==> config.mk <==
export PLATFORM = sky130hd
export DESIGN_NAME = access_pattern_classifier_flat
export DESIGN_NICKNAME = d
export VERILOG_FILES = /design/src/rtl/apc_pkg.sv /design/src/rtl/apc_if.sv /design/src/rtl/apc_cell.sv /design/src/rtl/apc_div.sv /design/src/rtl/access_pattern_classifier.sv /design/src/flat_wrapper.sv
export VERILOG_INCLUDE_DIRS = /design/src /design/src/rtl
export SDC_FILE = /design/constraint.sdc
export NUM_CORES = 2
export LEC_CHECK = 0
export BUFFER_PORTS_ARGS = -buffer_cell sky130_fd_sc_hd__buf_2
export CELL_PAD_IN_SITES_DETAIL_PLACEMENT = 1
export CELL_PAD_IN_SITES_GLOBAL_PLACEMENT = 2
export CORE_ASPECT_RATIO = 1.25
export CORE_MARGIN = 2
export CORE_UTILIZATION = 42
export CTS_CLUSTER_SIZE = 24
export DETAILED_ROUTE_END_ITERATION = 8
export PLACE_DENSITY = 0.91
export SYNTH_ARGS = -nofsm -noshare
export SYNTH_HDL_FRONTEND = slang
export SYNTH_SLANG_ARGS = --single-unit
==> constraint.sdc <==
create_clock -name clk -period 13.6 [get_ports clk]
set_input_delay 2.04 -clock clk [delete_from_list [all_inputs] [get_ports clk]]
set_output_delay 2.04 -clock clk [all_outputs]
set_load 0.02 [all_outputs]
==> src/rtl/assert_macros.svh <==
// assertion helpers used by access_pattern_classifier
`ifndef ASSERT_MACROS_SVH
`define ASSERT_MACROS_SVH
`ifndef SYNTHESIS
// clocked check, skipped while reset is asserted
`define ASSERT_CLK(lbl, prop, msg) \
	lbl: assert property (@(posedge clk) disable iff (!arst_n) prop) else $error(msg);
// clocked check that also holds during reset
`define ASSERT_ALWAYS(lbl, prop, msg) \
	lbl: assert property (@(posedge clk) prop) else $error(msg);
`else
`define ASSERT_CLK(lbl, prop, msg)
`define ASSERT_ALWAYS(lbl, prop, msg)
`endif
`endif

==> src/rtl/apc_pkg.sv <==
// ----------------------------------------------------------------------------
// apc_pkg
// types and constants of the access pattern classifier
// ----------------------------------------------------------------------------
`default_nettype none
package apc_pkg;
	localparam int OFF_W = 40;
	localparam int SIZE_W = 32;
	localparam int PF_W = 43;
	// divider widths: dividend covers the size sum and the step sum
	localparam int DIV_W = 42;
	localparam int DVS_W = 7;
	localparam logic [PF_W-1:0] DEFAULT_PF = PF_W'(65536);

	typedef enum logic [0:0] {
		CMD_ACCESS = 1'b0,
		CMD_CLEAR  = 1'b1
	} cmd_t;

	typedef enum logic [1:0] {
		PAT_UNKNOWN    = 2'd0,
		PAT_SEQUENTIAL = 2'd1,
		PAT_STRIDED    = 2'd2,
		PAT_RANDOM     = 2'd3
	} pattern_t;

	typedef struct packed {
		logic [OFF_W-1:0]  offset;
		logic [SIZE_W-1:0] size;
	} entry_t;

	typedef struct packed {
		logic              start;
		logic [DIV_W-1:0]  dividend;
		logic [DVS_W-1:0]  divisor;
	} div_req_t;

	typedef struct packed {
		logic              done;
		logic [DIV_W-1:0]  quotient;
	} div_rsp_t;
endpackage
`default_nettype wire

==> src/rtl/apc_if.sv <==
// ----------------------------------------------------------------------------
// apc_if
// valid/ready channels for access items and result items
// ----------------------------------------------------------------------------
`default_nettype none
interface apc_in_if;
	import apc_pkg::*;
	logic               valid;
	logic               ready;
	logic               cmd;
	logic [OFF_W-1:0]   offset;
	logic [SIZE_W-1:0]  size;
	modport source (output valid, cmd, offset, size, input ready);
	modport sink (input valid, cmd, offset, size, output ready);
endinterface

interface apc_out_if;
	import apc_pkg::*;
	logic               valid;
	logic               ready;
	logic [1:0]         pattern;
	logic [PF_W-1:0]    prefetch_length;
	modport source (output valid, pattern, prefetch_length, input ready);
	modport sink (input valid, pattern, prefetch_length, output ready);
endinterface
`default_nettype wire

==> src/rtl/apc_cell.sv <==
// ----------------------------------------------------------------------------
// apc_cell
// one window entry; loads a new access or takes its neighbor's entry
// ----------------------------------------------------------------------------
`default_nettype none
module apc_cell (
	input  wire logic            clk,
	input  wire logic            shift,
	input  wire logic            load,
	input  wire apc_pkg::entry_t nb,
	input  wire apc_pkg::entry_t ld,
	output apc_pkg::entry_t      q
);
	import apc_pkg::*;

	entry_t ent_q;

	always_ff @(posedge clk) begin
		if (shift) begin
			ent_q <= nb;
		end else if (load) begin
			ent_q <= ld;
		end
	end

	assign q = ent_q;
endmodule
`default_nettype wire

==> src/rtl/apc_div.sv <==
// ----------------------------------------------------------------------------
// apc_div
// restoring divider, one quotient bit per cycle
// ----------------------------------------------------------------------------
`default_nettype none
module apc_div (
	input  wire logic             clk,
	input  wire logic             arst_n,
	input  wire apc_pkg::div_req_t req,
	output apc_pkg::div_rsp_t     rsp
);
	import apc_pkg::*;

	localparam int CNT_W = $clog2(DIV_W);

	logic [DVS_W-1:0] rem_q;
	logic [DVS_W-1:0] dvs_q;
	logic [DIV_W-1:0] quo_q;
	logic [CNT_W-1:0] cnt_q;
	logic             busy_q;
	logic             done_q;
	logic [DVS_W:0]   trial;
	logic [DVS_W:0]   diff;

	assign trial = {rem_q, quo_q[DIV_W-1]};
	assign diff  = trial - {1'b0, dvs_q};

	always_ff @(posedge clk or negedge arst_n) begin
		if (!arst_n) begin
			busy_q <= 1'b0;
			done_q <= 1'b0;
			cnt_q  <= '0;
		end else begin
			done_q <= 1'b0;
			if (req.start) begin
				busy_q <= 1'b1;
				cnt_q  <= '0;
			end else if (busy_q) begin
				cnt_q <= cnt_q + 1'b1;
				if (cnt_q == CNT_W'(DIV_W - 1)) begin
					busy_q <= 1'b0;
					done_q <= 1'b1;
				end
			end
		end
	end

	always_ff @(posedge clk) begin
		if (req.start) begin
			quo_q <= req.dividend;
			dvs_q <= req.divisor;
			rem_q <= '0;
		end else if (busy_q) begin
			if (!diff[DVS_W]) begin
				rem_q <= diff[DVS_W-1:0];
				quo_q <= {quo_q[DIV_W-2:0], 1'b1};
			end else begin
				rem_q <= trial[DVS_W-1:0];
				quo_q <= {quo_q[DIV_W-2:0], 1'b0};
			end
		end
	end

	assign rsp.done     = done_q;
	assign rsp.quotient = quo_q;
endmodule
`default_nettype wire

==> src/rtl/access_pattern_classifier.sv <==
// ----------------------------------------------------------------------------
// access_pattern_classifier
// sliding-window classifier of memory accesses with prefetch suggestion
// ----------------------------------------------------------------------------
// Each access item (offset, size) is appended to a window of the last WINDOW
// accesses held in a chain of cells, oldest in cell 0; a clear item empties
// the window and resets the class. Every item returns one result: the class
// (unknown, sequential, strided, random) and a suggested prefetch length.
// Items are handled one at a time. The window is read by rotating the chain
// once around in each pass; division runs on a shared one-bit-per-cycle
// divider of 42 steps. An access makes one pass, plus a mean division and a
// second pass when an analysis runs (every third access once four are held),
// plus a prefetch division when the class is strided; a clear item makes no
// pass. The result sits in an output register, so the next item may be
// worked on while it waits.
// ----------------------------------------------------------------------------
`default_nettype none
`include "assert_macros.svh"
module access_pattern_classifier #(
	parameter int WINDOW = 16
) (
	input  wire logic clk,
	input  wire logic arst_n,
	apc_in_if.sink    access,
	apc_out_if.source result
);
	import apc_pkg::*;

	localparam int CW   = $clog2(WINDOW + 1);
	localparam int KW   = $clog2(WINDOW);
	localparam int SUMW = SIZE_W + CW;

	typedef enum logic [6:0] {
		S_IDLE    = 7'b0000001,
		S_PASS1   = 7'b0000010,
		S_DIVMEAN = 7'b0000100,
		S_PASS2   = 7'b0001000,
		S_DECIDE  = 7'b0010000,
		S_DIVPF   = 7'b0100000,
		S_FIN     = 7'b1000000
	} state_t;

	state_t state_q, state_d;

	// window chain
	entry_t            cell_q  [WINDOW];
	entry_t            new_ent;
	logic              full;
	logic              append;
	logic              rotate;

	logic [CW-1:0]     held_q;
	logic [4:0]        since_q;
	pattern_t          class_q;
	logic [SIZE_W-1:0] mean_q;

	// pass registers
	logic [KW-1:0]     k_q;
	logic [OFF_W-1:0]  prev_q;
	logic [SUMW-1:0]   sum_q;
	logic signed [OFF_W:0] first_q;
	logic [DIV_W-1:0]  pfsum_q;
	logic [CW-1:0]     seq_q;
	logic [CW-1:0]     strd_q;
	logic              cons_q;
	logic              go_q;

	// result register
	logic              ovalid_q;
	logic [1:0]        opat_q;
	logic [PF_W-1:0]   opf_q;

	div_req_t          dreq;
	div_rsp_t          drsp;

	logic              acc_hs;
	logic              in_rng;
	logic              k_last;
	logic              analyze;
	entry_t            head;
	logic signed [OFF_W:0]   d;
	logic [OFF_W-1:0]        abs_d;
	logic signed [OFF_W+1:0] dm, df;
	logic [OFF_W+1:0]        abs_dm, abs_df;
	logic [OFF_W+5:0]        ten_dm, ten_df;
	logic [OFF_W:0]          abs_first;
	logic                    is_seq, is_strd;
	logic [CW-1:0]           tcnt;
	logic [CW+3:0]           seq10, strd10, t7;
	pattern_t                new_class;
	logic [CW-1:0]           lim1;
	logic [PF_W-1:0]         pf_val;

	assign head    = cell_q[0];
	assign new_ent = '{offset: access.offset, size: access.size};
	assign full    = (held_q == CW'(WINDOW));
	assign acc_hs  = access.valid && access.ready;
	assign append  = acc_hs && (access.cmd == CMD_ACCESS);
	assign rotate  = (state_q == S_PASS1) || (state_q == S_PASS2);
	assign access.ready = (state_q == S_IDLE);

	// cells shift toward cell 0; the last cell takes the new access when full,
	// or the head entry while the chain rotates
	for (genvar i = 0; i < WINDOW; i++) begin : g_cell
		entry_t nb_in;
		logic   ld_en;
		if (i == WINDOW - 1) begin : g_last
			assign nb_in = rotate ? cell_q[0] : new_ent;
		end else begin : g_mid
			assign nb_in = cell_q[i+1];
		end
		assign ld_en = append && !full && (held_q == CW'(i));
		apc_cell u_cell (
			.clk   (clk),
			.shift (rotate || (append && full)),
			.load  (ld_en),
			.nb    (nb_in),
			.ld    (new_ent),
			.q     (cell_q[i])
		);
	end

	assign in_rng = (CW'(k_q) < held_q);
	assign k_last = (k_q == KW'(WINDOW - 1));
	assign analyze = (held_q >= CW'(4)) && (since_q >= 5'd3);

	// step and its magnitude
	assign d      = $signed({1'b0, head.offset}) - $signed({1'b0, prev_q});
	assign abs_d  = d[OFF_W] ? OFF_W'(-d) : d[OFF_W-1:0];

	// step tests against the mean size and the first step
	assign dm        = $signed({d[OFF_W], d}) - $signed({10'b0, mean_q});
	assign abs_dm    = dm[OFF_W+1] ? (OFF_W+2)'(-dm) : dm;
	assign ten_dm    = ({4'b0, abs_dm} << 3) + ({4'b0, abs_dm} << 1);
	assign is_seq    = (ten_dm <= {14'b0, mean_q});
	assign df        = $signed({d[OFF_W], d}) - $signed({first_q[OFF_W], first_q});
	assign abs_df    = df[OFF_W+1] ? (OFF_W+2)'(-df) : df;
	assign ten_df    = ({4'b0, abs_df} << 3) + ({4'b0, abs_df} << 1);
	assign abs_first = first_q[OFF_W] ? (OFF_W+1)'(-first_q) : first_q;
	assign is_strd   = (ten_df <= {5'b0, abs_first});

	// class vote
	assign tcnt   = held_q - 1'b1;
	assign seq10  = ({4'b0, seq_q} << 3) + ({4'b0, seq_q} << 1);
	assign strd10 = ({4'b0, strd_q} << 3) + ({4'b0, strd_q} << 1);
	assign t7     = ({4'b0, tcnt} << 3) - {4'b0, tcnt};
	always_comb begin
		if (seq10 >= t7) begin
			new_class = PAT_SEQUENTIAL;
		end else if (cons_q && (strd10 >= t7)) begin
			new_class = PAT_STRIDED;
		end else begin
			new_class = PAT_RANDOM;
		end
	end

	// strided prefetch averages the oldest up to four steps
	assign lim1 = (held_q >= CW'(5)) ? CW'(4) : (held_q - 1'b1);

	always_comb begin
		case (class_q)
			PAT_SEQUENTIAL: pf_val = {8'b0, mean_q, 3'b0};
			PAT_STRIDED:    pf_val = {drsp.quotient[PF_W-3:0], 2'b0};
			default:        pf_val = DEFAULT_PF;
		endcase
	end

	always_comb begin
		dreq.start = go_q;
		if (state_q == S_DIVMEAN) begin
			dreq.dividend = DIV_W'(sum_q);
			dreq.divisor  = DVS_W'(held_q);
		end else begin
			dreq.dividend = pfsum_q;
			dreq.divisor  = DVS_W'(lim1);
		end
	end

	apc_div u_div (
		.clk    (clk),
		.arst_n (arst_n),
		.req    (dreq),
		.rsp    (drsp)
	);

	// sequencer
	always_comb begin
		state_d = state_q;
		case (state_q)
			S_IDLE: begin
				if (acc_hs) begin
					state_d = (access.cmd == CMD_CLEAR) ? S_FIN : S_PASS1;
				end
			end
			S_PASS1: begin
				if (k_last) begin
					if (analyze) begin
						state_d = S_DIVMEAN;
					end else if (class_q == PAT_STRIDED && held_q >= CW'(2)) begin
						state_d = S_DIVPF;
					end else begin
						state_d = S_FIN;
					end
				end
			end
			S_DIVMEAN: begin
				if (drsp.done) begin
					state_d = S_PASS2;
				end
			end
			S_PASS2: begin
				if (k_last) begin
					state_d = S_DECIDE;
				end
			end
			S_DECIDE: begin
				state_d = (new_class == PAT_STRIDED) ? S_DIVPF : S_FIN;
			end
			S_DIVPF: begin
				if (drsp.done) begin
					state_d = S_FIN;
				end
			end
			S_FIN: begin
				if (!ovalid_q || result.ready) begin
					state_d = S_IDLE;
				end
			end
			default: state_d = S_IDLE;
		endcase
	end

	always_ff @(posedge clk or negedge arst_n) begin
		if (!arst_n) begin
			state_q  <= S_IDLE;
			held_q   <= '0;
			since_q  <= '0;
			class_q  <= PAT_UNKNOWN;
			mean_q   <= '0;
			k_q      <= '0;
			go_q     <= 1'b0;
			ovalid_q <= 1'b0;
		end else begin
			state_q <= state_d;
			go_q    <= ((state_d == S_DIVMEAN) || (state_d == S_DIVPF)) && (state_d != state_q);
			if (rotate) begin
				k_q <= k_last ? '0 : k_q + 1'b1;
			end
			if (acc_hs) begin
				if (access.cmd == CMD_CLEAR) begin
					held_q  <= '0;
					since_q <= '0;
					class_q <= PAT_UNKNOWN;
					mean_q  <= '0;
				end else begin
					held_q <= full ? held_q : held_q + 1'b1;
					if (since_q != 5'd31) begin
						since_q <= since_q + 1'b1;
					end
				end
			end
			if (state_q == S_DIVMEAN && drsp.done) begin
				mean_q <= drsp.quotient[SIZE_W-1:0];
			end
			if (state_q == S_DECIDE) begin
				class_q <= new_class;
				since_q <= '0;
			end
			if (result.valid && result.ready) begin
				ovalid_q <= 1'b0;
			end
			if (state_q == S_FIN && (!ovalid_q || result.ready)) begin
				ovalid_q <= 1'b1;
			end
		end
	end

	// pass accumulators
	always_ff @(posedge clk) begin
		if (state_q == S_IDLE) begin
			sum_q   <= '0;
			pfsum_q <= '0;
			seq_q   <= '0;
			strd_q  <= '0;
			cons_q  <= 1'b1;
		end
		if (rotate && in_rng) begin
			prev_q <= head.offset;
		end
		if (state_q == S_PASS1 && in_rng) begin
			sum_q <= sum_q + SUMW'(head.size);
			if (k_q == KW'(1)) begin
				first_q <= d;
			end
			if (k_q != '0 && k_q <= KW'(4)) begin
				pfsum_q <= pfsum_q + DIV_W'(abs_d);
			end
		end
		if (state_q == S_PASS2 && in_rng && k_q != '0) begin
			if (is_seq) begin
				seq_q <= seq_q + 1'b1;
			end else if (is_strd) begin
				strd_q <= strd_q + 1'b1;
			end else begin
				cons_q <= 1'b0;
			end
		end
		if (state_q == S_FIN && (!ovalid_q || result.ready)) begin
			opat_q <= class_q;
			opf_q  <= pf_val;
		end
	end

	assign result.valid           = ovalid_q;
	assign result.pattern         = opat_q;
	assign result.prefetch_length = opf_q;

	`ASSERT_CLK(a_held_bound, held_q <= CW'(WINDOW), "held count above window depth")
	`ASSERT_CLK(a_accept_leaves_idle, acc_hs |=> (state_q != S_IDLE), "item accepted but idle")
	`ASSERT_CLK(a_no_pending_analysis, (state_q == S_IDLE) |-> !analyze, "analysis left pending")
	`ASSERT_CLK(a_div_done_owner, drsp.done |-> (state_q == S_DIVMEAN || state_q == S_DIVPF),
		"divider result with no waiting state")
endmodule
`default_nettype wire
==> src/flat_wrapper.sv <==
// flat-port wrapper written by rule: the top's interface ports become plain ports
module access_pattern_classifier_flat import apc_pkg::*;
#(
	parameter int WINDOW = 16
)
  (clk, arst_n, access_valid, access_cmd, access_offset, access_size, access_ready, result_valid, result_pattern, result_prefetch_length, result_ready);
  apc_in_if access_i ();
  apc_out_if result_i ();
  input  wire logic clk;
  input  wire logic arst_n;
  input wire logic [$bits(access_i.valid)-1:0] access_valid;
  input wire logic [$bits(access_i.cmd)-1:0] access_cmd;
  input wire logic [$bits(access_i.offset)-1:0] access_offset;
  input wire logic [$bits(access_i.size)-1:0] access_size;
  output wire logic [$bits(access_i.ready)-1:0] access_ready;
  output wire logic [$bits(result_i.valid)-1:0] result_valid;
  output wire logic [$bits(result_i.pattern)-1:0] result_pattern;
  output wire logic [$bits(result_i.prefetch_length)-1:0] result_prefetch_length;
  input wire logic [$bits(result_i.ready)-1:0] result_ready;
  assign access_i.valid = access_valid;
  assign access_i.cmd = access_cmd;
  assign access_i.offset = access_offset;
  assign access_i.size = access_size;
  assign access_ready = access_i.ready;
  assign result_valid = result_i.valid;
  assign result_pattern = result_i.pattern;
  assign result_prefetch_length = result_i.prefetch_length;
  assign result_i.ready = result_ready;
  access_pattern_classifier #(.WINDOW(WINDOW)) u_core (.clk(clk), .arst_n(arst_n), .access(access_i), .result(result_i));
endmodule
Word-level counts from Yosys, hierarchy flattened. Index checks and enable logic that the tools add are counted.

Flip-flop bits (word level): 1489. Bits in latches: 0. RAM bits: 0. Memory bits (read-only): 0. Input bits: 77. Output and inout bits: 47. Memories kept: 0.

Add/sub/neg operators: 22. $mul: 0. Div/mod/pow operators: 0. $lt $le $gt $ge: 10. Equality and inequality tests: 34. Shifts and indexed selects: 0. Multiplexer cells: 96. Bitwise gates (word level): 1. Reductions and logical operators: 69.

Operators with widths (number): $mux 72 (33); $mux 42 (7); $mux 32 (3); $add 45x43->46 (2); $pmux 43 s2 (1); $neg 42->42 (2); $mux 7 (11); $mux 37 (2); $mux 5 (14); $mux 49 (1); $pmux 7 s7 (1); $le 46x32->1 (1); $le 46x41->1 (1); $reduce_bool 2->1 (23); $add 42x40->42 (1); $sub 41x33->42 (1); $sub 41x41->42 (1); $mux 41 (1); $neg 41->41 (1); $sub 40x40->41 (1); $eq 5x4->1 const B (8); $mux 40 (1); $neg 40->40 (1); $add 37x32->37 (1); 43 further kinds (113).

Logic depth before layout (Yosys ltp).
Word-level depth: 12. Depth in mapped cells: 61.

Cells and area by module. A second synthesis with hierarchy kept.

Cells, all modules: 6676. Area, all modules: 89064.2 um2.

By module, submodules not included: apc_cell (times used 16, cells an instance 153, area each 3389.5 um2, seq. area each 2162.1 um2); access_pattern_classifier (times used 1, cells an instance 4003, area each 31768.0 um2, seq. area each 7323.3 um2); apc_div (times used 1, cells an instance 225, area each 3064.2 um2, seq. area each 1811.7 um2).

Least setup slack after synthesis. No wires, ideal clock.

Path kind: register -> register. Start point: register u_core.g_cell[0].u_cell.ent_q, in the netlist u_core.g_cell[0].u_cell.q[32]. End point: register u_core.strd_q[2]. Setup time: 116 ps. Arrival: 10410 ps. Data required time: 13484 ps. Setup slack: 3074 ps. Stages on the path, launching flop included: 62. Path buffers: 4. Period minus slack after synthesis: 10526 ps. Cells stage by stage: edfxtp_1 > inv_1 > ha_1 > inv_1 > fa_1 > a211oi_1 > o211ai_1 > o21ai_1 > o21ai_0 > a21oi_1 > o21ai_1 > a221o_1 > a21oi_1 > xnor2_1 > ha_1 > clkbuf_1 > nand4_1 > nor3_1 > [26 not listed] > ha_1 > a21o_1 > a21o_1 > a21o_1 > a21oi_1 > nor2b_1 > o21ai_0 > nand2b_1 > a21oi_1 > nor2b_1 > o21ai_0 > nand2_1 > o221ai_1 > and4bb_2 > o211ai_2 > or2_1 > buf_6 > a31o_1.

Word-level cells in the longest chain between the ends: 9. Elaborated cells on any way between the ends: 14.

RTL lines: from (decl) (line apc_cell.sv:16) `entry_t ent_q;`; from (signal assigned) (line apc_cell.sv:20) `ent_q <= nb;`; from (signal assigned) (line apc_cell.sv:22) `ent_q <= ld;`; $sub 40x40->41 * (line access_pattern_classifier.sv:128) `assign d = $signed({1'b0, head.offset}) - $signed({1'b0, prev_q});`; via u_core.d[20] (line access_pattern_classifier.sv:81) `logic signed [OFF_W:0] d;`; $sub 41x41->42 (line access_pattern_classifier.sv:136) `assign df = $signed({d[OFF_W], d}) - $signed({first_q[OFF_W], first_q});`; $neg 42->42 (line access_pattern_classifier.sv:137) `assign abs_df = df[OFF_W+1] ? (OFF_W+2)'(-df) : df;`; $mux 42 (line access_pattern_classifier.sv:137); $add 45x43->46 (line access_pattern_classifier.sv:138) `assign ten_df = ({4'b0, abs_df} << 3) + ({4'b0, abs_df} << 1);`; $le 46x41->1 (line access_pattern_classifier.sv:140) `assign is_strd = (ten_df <= {5'b0, abs_first});`; $mux 5 (line access_pattern_classifier.sv:302) `end else if (is_strd) begin`; $mux 5 * (line access_pattern_classifier.sv:300) `if (is_seq) begin`; $mux 5 * (line access_pattern_classifier.sv:299) `if (state_q == S_PASS2 && in_rng && k_q != '0) begin`; to (signal assigned) (line access_pattern_classifier.sv:303) `strd_q <= strd_q + 1'b1;`; to (decl) (line access_pattern_classifier.sv:64) `logic [CW-1:0] strd_q;`.

Mark *: on every way through the listed nets, which the timed path passes. The rest lies on a longest branch. A chain may end at the register's enable or synchronous reset.

Worst setup path in the final report.
Start point: register u_core.g_cell[0].u_cell.ent_q, in the netlist u_core.g_cell[0].u_cell.q[32]. End point: register u_core.strd_q[4].

The elaborated chain is that of the path after synthesis.

==> flow_metrics.tcl <==
set metrics [dict create \
    yosys-top-cells-count "2,623 x nand2_1, 1,360 x edfxtp_1, 388 x ha_1" \
    yosysUniqueCellTypes 110 \
    status "finished clean" \
    cts_resized 0 \
    hold_depth 0 \
    grt_usage 0.248 \
    cts.sinks 1485 \
    min_period_ns 12.32 \
    cts_buffers 150 \
    route.detailed.drc 0 \
    grt_pass1_vias 61600 \
    rsz0062_at_grt "no" \
    die_area_mm2 0.189 \
    post-dp-hpwl_mm 162 \
    critPathCaptureType "register" \
    dr.pass1.iters 5 \
    ys_seq_area_frac 0.559 \
    nNetsFinal 8241 \
    async_flop_share 0.0438 \
    setup-violations-final 0 \
    first_iter_violations 4110 \
    grt_max_degree 225 \
    drive_gt1_frac 0.0676 \
    worstReg2RegEnd "u_core.strd_q[4]" \
    worstPathMaxFanout 17 \
    routabilityCongestion 0.893 \
    overflow 0 \
    postCtsHoldBufs 0 \
    cp_data_required_time_ns 14.27 \
    max_clock_freq_mhz 81.2 \
    crit_path_max_incr_delay_ns 0.43 \
    clk_latency_ns 0.82 \
    synth_top_cell_area_share 0.523 \
    fillCellCount 20300 \
    hp-start "u_core.g_cell[0].u_cell.q[32]" \
    syn2layout_area_growth_pct 10.4 \
    initial_core_util 0.424 \
    cts_root_buf "clkbuf_16" \
    fin_skew_ns 0.0497 \
    port-buffer-count 121 \
    cts-htree-levels 4 \
    synth-main-ff-cell "edfxtp_1" \
    crit_slowest_cell "fa_1" \
    std_cell_rows 176 \
    hold_class "reg -> reg" \
    post_cts_buffers 0 \
    max_cap_viol_count 0 \
    min_to "u_core.prev_q[0]" \
    syn_area_mm2 0.0781 \
    start_kind "register" \
    routed_wl_mm 237 \
    grt_pass1_wl_mm 364 \
    vias 58500 \
    r2r_cells 59 \
    crit_arrival_ns 12.99 \
    num_io_pins 124 \
    hold_viol_final 0 \
    die_w_um 390 \
    seq_area_mm2 0.0437 \
    rr_startpoint "u_core.g_cell[0].u_cell.q[32]" \
    cts_tree "yes" \
    grt_antenna_before_repair 7 \
    path_clk_slew_ns 0.06 \
    core_mm2 0.184 \
    wire_per_inst_um 23.0 \
    setup_tns_ns 0 \
    path_class "reg -> reg" \
    max_slew.worst_pin.slew_ns 1.24 \
    startpoint "u_core.g_cell[0].u_cell.q[32]" \
    syn_inst 7742 \
    yosysMostFrequentCell "nand2_1" \
    yosysWarnings 0 \
    viasPerCell 5.69 \
    yosysTopAreaCell "edfxtp_1" \
    ys_seq_elements 1485 \
    critPathMostFrequentCell "a21oi_1" \
    synth-edff-count 1360 \
    multi_input_area_mm2 0.0325 \
    finalMaxSlewViolations 0 \
    postSynthAreaPerCell_um2 10.1 \
    clk_path_buf_depth 3 \
    die_h_um 486 \
    max_slew_margin 0.169 \
    reg2reg_slack_ns 1.28 \
    period_share 0.906 \
    synth_top_cells_by_area "edfxtp_1 52%, nand2_1 13%, ha_1 6.2%" \
    antenna_left 0 \
]
[cell families (layout without fill, tap and decap cells)]
family          after synthesis  in the layout  synth area share
mux                          55             55           0.00713
other cells                   1              5         0.0000480
simple gates               3615           3615             0.193
buf+inv                     575            720            0.0280
fa+ha+maj                   398            398            0.0648
flops                      1485           1485             0.559
compound gates             1220           1220             0.103
xor+xnor                    393            393            0.0443
[flip-flops by register name (all words and copies together) (netlist names), 4 cells and up]
register                       cells
u_core.k_q                         4
u_core.strd_q                      5
u_core.sum_q                      37
u_core.seq_q                       5
u_core.first_q                    41
u_core.mean_q                     32
u_core.result.prefetch_length     41
u_core.prev_q                     40
u_core.u_div.rem_q                 7
u_core.u_div.dvs_q                 5
u_core.u_div.quo_q                42
u_core.pfsum_q                    42
u_core.state_q                     7
u_core.held_q                      5
u_core.u_div.cnt_q                 6
u_core.since_q                     5
u_core.g_cell.u_cell.q          1152
[metrics by stage]
step | std cells | utilization | area (um^2) | worst slack (ns) | hold slack [ns]
6_report | 10300 | 0.468 | 86200 | 1.28 | 0.442
4_1_cts | 10300 | 0.468 | 86200 | 1.24 | 0.452
3_3_place_gp | 10000 | 0.441 | 81400 | 1.39 | 0.446
5_1_grt | 10300 | 0.468 | 86200 | 0.0766 | 0.476
2_1_floorplan | 7744 | - | 78100 | 3.07 | 0.426
3_5_place_dp | 10000 | 0.441 | 81400 | 1.36 | 0.452
[worst max-delay path, delay by kind of cell, from the launching register on]
kind,cells,cell delay (ns)
XOR/XNOR,3,0.44
AND/OR/NAND/NOR,15,2.78
buffers and inverters,5,0.62
adder cells (fa/ha/maj),6,1.98
AO/OA/AOI/OAI,30,6.00
flip-flops,1,0.38
[layout by cell type, fill, tap and decap left out, types with 117 or more instances in the layout]
cell,Yosys,layout
nand2_1,2623,2619
clkbuf_16,0,153
xor2_1,117,117
nor2_1,333,332
edfxtp_1,1360,1360
a21o_1,154,154
buf_2,2,121
a21oi_1,294,292
ha_1,388,388
inv_1,232,232
o21ai_0,278,265
xnor2_1,275,275
nand3_1,189,188
[area by class of cell]
class	instances	share of cell area
clock buffer	184	0.0459
sequential	1485	0.507
timing repair buffer	211	0.0154
inverter	234	0.0102
multi-input combinational	5684	0.377
clock inverter	91	0.0101
tap	2403	0.0349
antenna	2	0.0000581
[layer usage]
metal / up-vias / track usage / share of wire
met2: 1365 / 0.435 / 0.50
met3: 423 / 0.0296 / 0.043
met4: 4 / 0.0902 / 0.037
met5: - / 0 / 0.00015
met1: 29600 / 0.313 / 0.42
li1: 27100 / - / -
[worst max-delay path by stage]
stage | to | cells after the start
5_1_grt | u_core.strd_q[4] | 59
6_report | u_core.strd_q[4] | 59
3_3_place_gp | u_core.strd_q[3] | 59
4_1_cts | u_core.strd_q[4] | 59
3_5_place_dp | u_core.strd_q[4] | 59
2_1_floorplan | u_core.strd_q[2] | 61
Power is left out: the tool's default activity adds up to more than one toggle a clock period on the data nets, which glitch-free logic cannot reach.
